$ cat src/design/ppmra_pkg.sv
package ppmra_pkg;

  localparam int unsigned WIDTH_W  = 16;
  localparam int unsigned SUM_W    = 20;
  localparam int unsigned STORED_W = 4;
  localparam int unsigned CENTER_W = 16;
  localparam int unsigned SEL_W    = 3;

  localparam logic [WIDTH_W-1:0] SYNC_GAP_RST = 16'd5000;

  // Item commands
  typedef enum logic [1:0] {
    CMD_EDGE = 2'd0,
    CMD_TICK = 2'd1,
    CMD_ARM  = 2'd2,
    CMD_CAL  = 2'd3
  } cmd_e;

  // Arming sequencer state codes
  localparam logic [1:0] PH_IDLE    = 2'd0;
  localparam logic [1:0] PH_POLL    = 2'd1;
  localparam logic [1:0] PH_RECHECK = 2'd2;
  localparam logic [1:0] PH_RELEASE = 2'd3;

  localparam int unsigned ARM_TICK_W = 5;
  localparam logic [ARM_TICK_W-1:0] RECHECK_TICKS = 5'd10;
  localparam logic [ARM_TICK_W-1:0] RELEASE_TICKS = 5'd30;

  // Stick thresholds in microseconds
  localparam logic [WIDTH_W-1:0] CH3_HI_THR  = 16'd1900;
  localparam logic [WIDTH_W-1:0] CH2_LO_THR  = 16'd1050;
  localparam logic [WIDTH_W-1:0] CH4_HI_THR  = 16'd1800;
  localparam logic [WIDTH_W-1:0] CH5_LO_THR  = 16'd1200;
  localparam logic [WIDTH_W-1:0] CH3_REL_THR = 16'd1600;

  // What a beat does to the center registers when it leaves the first stage
  typedef enum logic [1:0] {
    CEN_KEEP  = 2'd0,
    CEN_CLEAR = 2'd1,
    CEN_LOAD  = 2'd2
  } cen_op_e;

  typedef struct packed {
    logic [STORED_W-1:0]       stored;
    logic                      sync;
    logic                      busy;
    logic                      arm_done;
    logic                      cal_done;
    cen_op_e                   cen_op;
    logic [2:0][SUM_W-1:0]     sums;
  } stage_t;

  typedef struct packed {
    logic [STORED_W-1:0] stored;
    logic                sync;
    logic [WIDTH_W-1:0]  width;
    logic                busy;
    logic                arm_done;
    logic                cal_done;
  } result_t;

endpackage

$ cat src/design/ppmra_chan_store.sv
module ppmra_chan_store #(
  parameter int unsigned DEPTH = 8,
  parameter int unsigned AW    = (DEPTH > 1) ? $clog2(DEPTH) : 1
) (
  input  logic                              clk_i,
  input  logic                              rst_ni,
  input  logic                              wr_en_i,
  input  logic [AW-1:0]                     wr_addr_i,
  input  logic [ppmra_pkg::WIDTH_W-1:0]     wr_data_i,
  input  logic                              rd_en_i,
  input  logic                              rd_ok_i,
  input  logic [AW-1:0]                     rd_addr_i,
  output logic [ppmra_pkg::WIDTH_W-1:0]     rd_data_o
);

  logic [ppmra_pkg::WIDTH_W-1:0] mem_q [DEPTH];
  logic [DEPTH-1:0]              vld_q;
  logic [ppmra_pkg::WIDTH_W-1:0] rd_data_q;

  always_ff @(posedge clk_i) begin
    if (wr_en_i) begin
      mem_q[wr_addr_i] <= wr_data_i;
    end
  end

  // entries never written read as zero
  always_ff @(posedge clk_i or negedge rst_ni) begin
    if (!rst_ni) begin
      vld_q <= '0;
    end else if (wr_en_i) begin
      vld_q[wr_addr_i] <= 1'b1;
    end
  end

  // registered read, new data forwarded on a same-address write
  always_ff @(posedge clk_i) begin
    if (rd_en_i) begin
      if (!rd_ok_i) begin
        rd_data_q <= '0;
      end else if (wr_en_i && (wr_addr_i == rd_addr_i)) begin
        rd_data_q <= wr_data_i;
      end else if (!vld_q[rd_addr_i]) begin
        rd_data_q <= '0;
      end else begin
        rd_data_q <= mem_q[rd_addr_i];
      end
    end
  end

  assign rd_data_o = rd_data_q;

endmodule

$ cat config.mk
export PLATFORM = sky130hd
export DESIGN_NAME = ppmra_chan_store
export DESIGN_NICKNAME = d
export VERILOG_FILES = /design/src/design/ppmra_pkg.sv /design/src/design/ppmra_chan_store.sv
export SDC_FILE = /design/constraint.sdc
export NUM_CORES = 1
export LEC_CHECK = 0
export BUFFER_PORTS_ARGS = -buffer_cell sky130_fd_sc_hd__buf_4
export CORE_MARGIN = 1.5
export CORE_UTILIZATION = 30
export DETAILED_ROUTE_END_ITERATION = 16
export HOLD_SLACK_MARGIN = 0.06
export PLACE_DENSITY = 0.44
export SYNTH_ARGS = -nofsm -noshare
export SYNTH_HDL_FRONTEND = slang
export SYNTH_SLANG_ARGS = --single-unit
$ cat constraint.sdc
create_clock -name clk_i -period 1.26 [get_ports clk_i]
set_input_delay 0.252 -clock clk_i [delete_from_list [all_inputs] [get_ports clk_i]]
set_output_delay 0.252 -clock clk_i [all_outputs]
set_load 0.005 [all_outputs]
---- Yosys cells after proc, flatten, opt, wreduce, memory -nomap -nowiden ----
Memory sizes are Yosys's and may differ from the RTL's.
Cells that the tools add are included.
word-level totals
  logic and storage cells ................. 18
  bits in read-only memories .............. 0
  flip-flop bits (word level) ............. 24
  output and inout port bits .............. 16
  memory bits (writable) .................. 128
  memories ................................ 1
  latch bits .............................. 0
memories
  name   words  bits a word  read ports  clocked after Yosys merged registers in  write ports  line                    text
  mem_q  8      16           1           0                                        1            ppmra_chan_store.sv:16  logic [ppmra_pkg::WIDTH_W-1:0] mem_q [DEPTH];
cells by class
  order comparisons ....................... 3
  $mul .................................... 0
  bitwise operators ....................... 1
  equality and inequality tests ........... 1
  divide/modulo/power cells ............... 0
  muxes and demuxes ....................... 8
  shift-type cells ........................ 0
  add/sub/neg operators ................... 0
  reductions and logical operators ........ 2
operators with widths
  kind                                                                                 count
  16-bit two-way mux                                                                   2
  3-bit by 4-bit < comparator with 1-bit output, second input constant                 2
  8-bit bitwise OR                                                                     1
  1-bit two-way mux                                                                    4
  1-bit binary-select mux with 3-bit select                                            1
  1-bit demux with 3-bit select                                                        1
  3-bit equality test                                                                  1
  3-bit by 1-bit greater-or-equal comparator with 1-bit output, second input constant  1
  1-bit logical AND                                                                    2

---- Logic depth before layout (Yosys ltp) ----
  depth after elaboration ................. 5
  depth in mapped cells ................... 6
  mapped depth without buffers ............ 4

---- Least setup slack after synthesis ----
OpenSTA, ideal clock, no wires.
  kind .................................... input to register
  start point ............................. input port wr_addr_i[2]
  end point ............................... memory mem_q[0][0] (netlist name), enable pin
  data required time ...................... 0.849 ns
  slack ................................... -0.745 ns
  arrival time ............................ 1.595 ns
  cell stages on the path ................. 2
  path buffers ............................ 0
  cells stage by stage .................... nand2b_1 > nor3_1
RTL lines
  element      line                    text
  from (decl)  ppmra_chan_store.sv:8   input logic [AW-1:0] wr_addr_i,
  to (decl)    ppmra_chan_store.sv:16
No word-level cell before the write port.

---- Worst setup path in the final report ----
  start point ............................. register vld_q[5]
  end point ............................... register rd_data_q, in the netlist rd_data_o[9] (data pin)
between the ends
  cells in the longest elaborated chain, start to end .. 4
RTL lines
  element                                    line                    text
  from (decl)                                ppmra_chan_store.sv:17  logic [DEPTH-1:0] vld_q;
  from (signal assigned)                     ppmra_chan_store.sv:29  vld_q <= '0;
  from (signal, indexed assignment)          ppmra_chan_store.sv:31  vld_q[wr_addr_i] <= 1'b1;
  1-bit binary-select mux with 3-bit select  ppmra_chan_store.sv:42  end else if (!vld_q[rd_addr_i]) begin
  1-bit two-way mux (not written as such)    ppmra_chan_store.sv:42
  16-bit two-way mux                         ppmra_chan_store.sv:42
  16-bit two-way mux                         ppmra_chan_store.sv:40  end else if (wr_en_i && (wr_addr_i == rd_addr_i)) begin
  to (signal assigned)                       ppmra_chan_store.sv:41  rd_data_q <= wr_data_i;
  to (signal assigned)                       ppmra_chan_store.sv:45  rd_data_q <= mem_q[rd_addr_i];
  to (decl)                                  ppmra_chan_store.sv:18  logic [ppmra_pkg::WIDTH_W-1:0] rd_data_q;
No other way between the ends. The select of a mux whose other input is x is not followed.
A chain may end at the register's enable or synchronous reset.

==> results_dict.tcl <==
set metrics [dict create \
    synth_area_leader_cell "edfxtp_1" \
    wl_per_cell_um 20.2 \
    endpoint_kind "flip-flop" \
    core_mm2 0.0190 \
    startpoint_type "flip-flop" \
    cts_made_buffers 17 \
    yosys.cell_count.top_type "edfxtp_1" \
    postCtsSetupBuffers 0 \
    synth_common_cells "edfxtp_1, mux4_2, mux2i_1, o2bb2ai_1" \
    die_w_um 143 \
    synth_area_leaders "edfxtp_1, mux4_2, dfrtp_1" \
    rsz0062_at_grt "true" \
    grt_max_degree 17 \
    drt-initial-drc-count 137 \
    p_per_area_mw_per_mm2 1570 \
    critical_path_class "flip-flop to flip-flop" \
    fin_crit_sh 1.07 \
    synth_edf_count 144 \
    routed_wl_mm 12.7 \
    grt_pass1_wl_mm 19.5 \
    vdd_ir_drop_max_v 0.00105 \
    slew_headroom 0.727 \
    die_area_mm2 0.0204 \
    status "complete, but fails checks" \
    ys_warn_count 0 \
    clock_latency_ns 0.42 \
    cts_tree "yes" \
    antenna_cells 0 \
    drt_first_pass_iters 4 \
    layout.nets 380 \
    setup_slack_ns -0.0889 \
    worst_pin_slew_ns 0.407 \
    hold_viol_final 0 \
    placed_cell_area_mm2 0.00692 \
    critPathArrivalTime_ns 1.62 \
    htree_num_levels 4 \
    area_delta_synth_final_pct 30.5 \
    ant_nets 0 \
    syn_nets 292 \
    clock_sinks 152 \
    synth_flop_cell "edfxtp_1" \
    finalSetupViolCount 17 \
    ys_seq_area_frac 0.770 \
    maxCapViolCount 0 \
    syn_area_mm2 0.00587 \
    synth-seq-cells 152 \
    synth.distinct_cells 24 \
    drive_above_1_share 0.464 \
    syn_inst 265 \
    portBuffers 42 \
    synthArstFlopShare 0.0526 \
    finalCriticalPeriod_ns 1.35 \
    drv_slew 0 \
    tns_ns -1.07 \
    avgSynthCellArea_um2 22.2 \
    path_clk_slew_ns 0.07 \
    detail_route.vias_per_cell 4.58 \
    max_freq_ghz 0.741 \
    io_pins 43 \
    start_util 0.310 \
    dpl.hpwl_mm 8.29 \
    skew_ns 0.0109 \
    fp.dieH_um 143 \
    grt_pass1_vias 3203 \
    rows 50 \
    crit_fanout 6 \
    root_buffer "clkbuf_16" \
    critPathRequiredTime_ns 1.53 \
    placed_cells 590 \
    grt_usage 0.137 \
    p_leak_nw 2.60 \
    hold_path_class "input port to flip-flop" \
    routed-via-count 2868 \
    overflow 0 \
    yosys.area.top_type_share 0.736 \
    final_cells 626 \
    finalPower_w 0.0121 \
    gp_congestion 0.658 \
    clk_path_buf_depth 2 \
    violations "negative setup slack" \
    antenna_found_initial 0 \
    stdcell_area_mm2 0.00767 \
    drc_errors 0 \
]
-- worst max-delay path, cell delays in order, from the launching register on --
cell and delay [ns]:
dfrtp_1 0.35, mux2i_1 0.08, a32oi_1 0.22, nand4_2 0.19, buf_4 0.21, o2bb2ai_1 0.15
-- metal layers --
metal	GRT usage	vias up	share of wire
met2	0.215	54	0.49
met5	0	-	0
met1	0.183	1513	0.46
li1	-	1288	-
met3	0.0399	13	0.036
met4	0.0407	0	0.0099
-- registers in the layout (all words and copies together), names as in the netlist --
name       flops
mem_q        128
rd_data_o     16
vld_q          8
-- cell families after synthesis --
family / count (synthesis) / synth area share
muxes: 52 / 0.158
AOI/OAI and AO/OA: 18 / 0.0262
xor gates and xnor gates: 3 / 0.00447
and+or+nand+nor: 27 / 0.0253
buffers and inverters: 13 / 0.0158
DFF: 152 / 0.770
-- cells in the final DEF, fill, tap and decap left out, drive strengths merged --
master | netlist | final
edfxtp | 144 | 144
buf | 11 | 76
mux4 | 32 | 32
mux2i | 20 | 20
clkbuf | 0 | 17
o2bb2ai | 16 | 16
inv | 2 | 10
or2 | 8 | 8
dfrtp | 8 | 8
nor2 | 8 | 8
dlygate4sd3 | 0 | 4
xnor2 | 3 | 3
bufinv | 0 | 3
nand2b | 3 | 3
nand2 | 2 | 2
clkinv | 0 | 2
clkinvlp | 0 | 2
nor3 | 2 | 2
nand4 | 2 | 2
nand3 | 1 | 1
nor2b | 1 | 1
a32oi | 1 | 1
a21oi | 1 | 1
-- final timing paths --
check	from	end	slack, ns	cells past startpoint
min	wr_data_i[12]	mem_q[4][12]	0.07	1
max reg2reg	vld_q[5]	rd_data_o[9]	-0.09	5
max in group asynchronous	rst_ni	vld_q[7]	0.95	2
min reg2reg	vld_q[0]	vld_q[0]	0.47	1
max	vld_q[5]	rd_data_o[9]	-0.09	5
min in group asynchronous	rst_ni	vld_q[3]	0.18	2
-- what timing repair did --
action                                  4_1_cts  5_1_grt
resized for setup                            13        3
endpoints found under the setup margin       19       20
hold endpoints to repair                     21        0
hold buffers                                  4        0
-- through the flow --
step	hold WS, ns	setup slack (ns)	util
final	0.0680	-0.0889	0.404
after global routing	0.0641	-0.176	0.404
after CTS	0.0627	-0.100	0.404
after detailed placement	0.0811	-0.442	0.365
after global placement	0.0751	-0.406	0.365
after floorplan	-0.0436	-0.198	-
-- final cells by class --
class                   instances  area, um2
well taps                     260        325
flip-flops and latches        152       4520
clock buffers                  17        425
inverters                       2       7.51
multi-input cells             100       1370
repair buffers                 80        813
clock inverters                15        203
fillers                      1707      11300
-- report_power, final --
part / internal, W / switching (W)
registers: 0.00575 / 0.0000561
logic: 0.000447 / 0.000423
clock network: 0.00320 / 0.00220
Power figures use the tool's default switching activity.
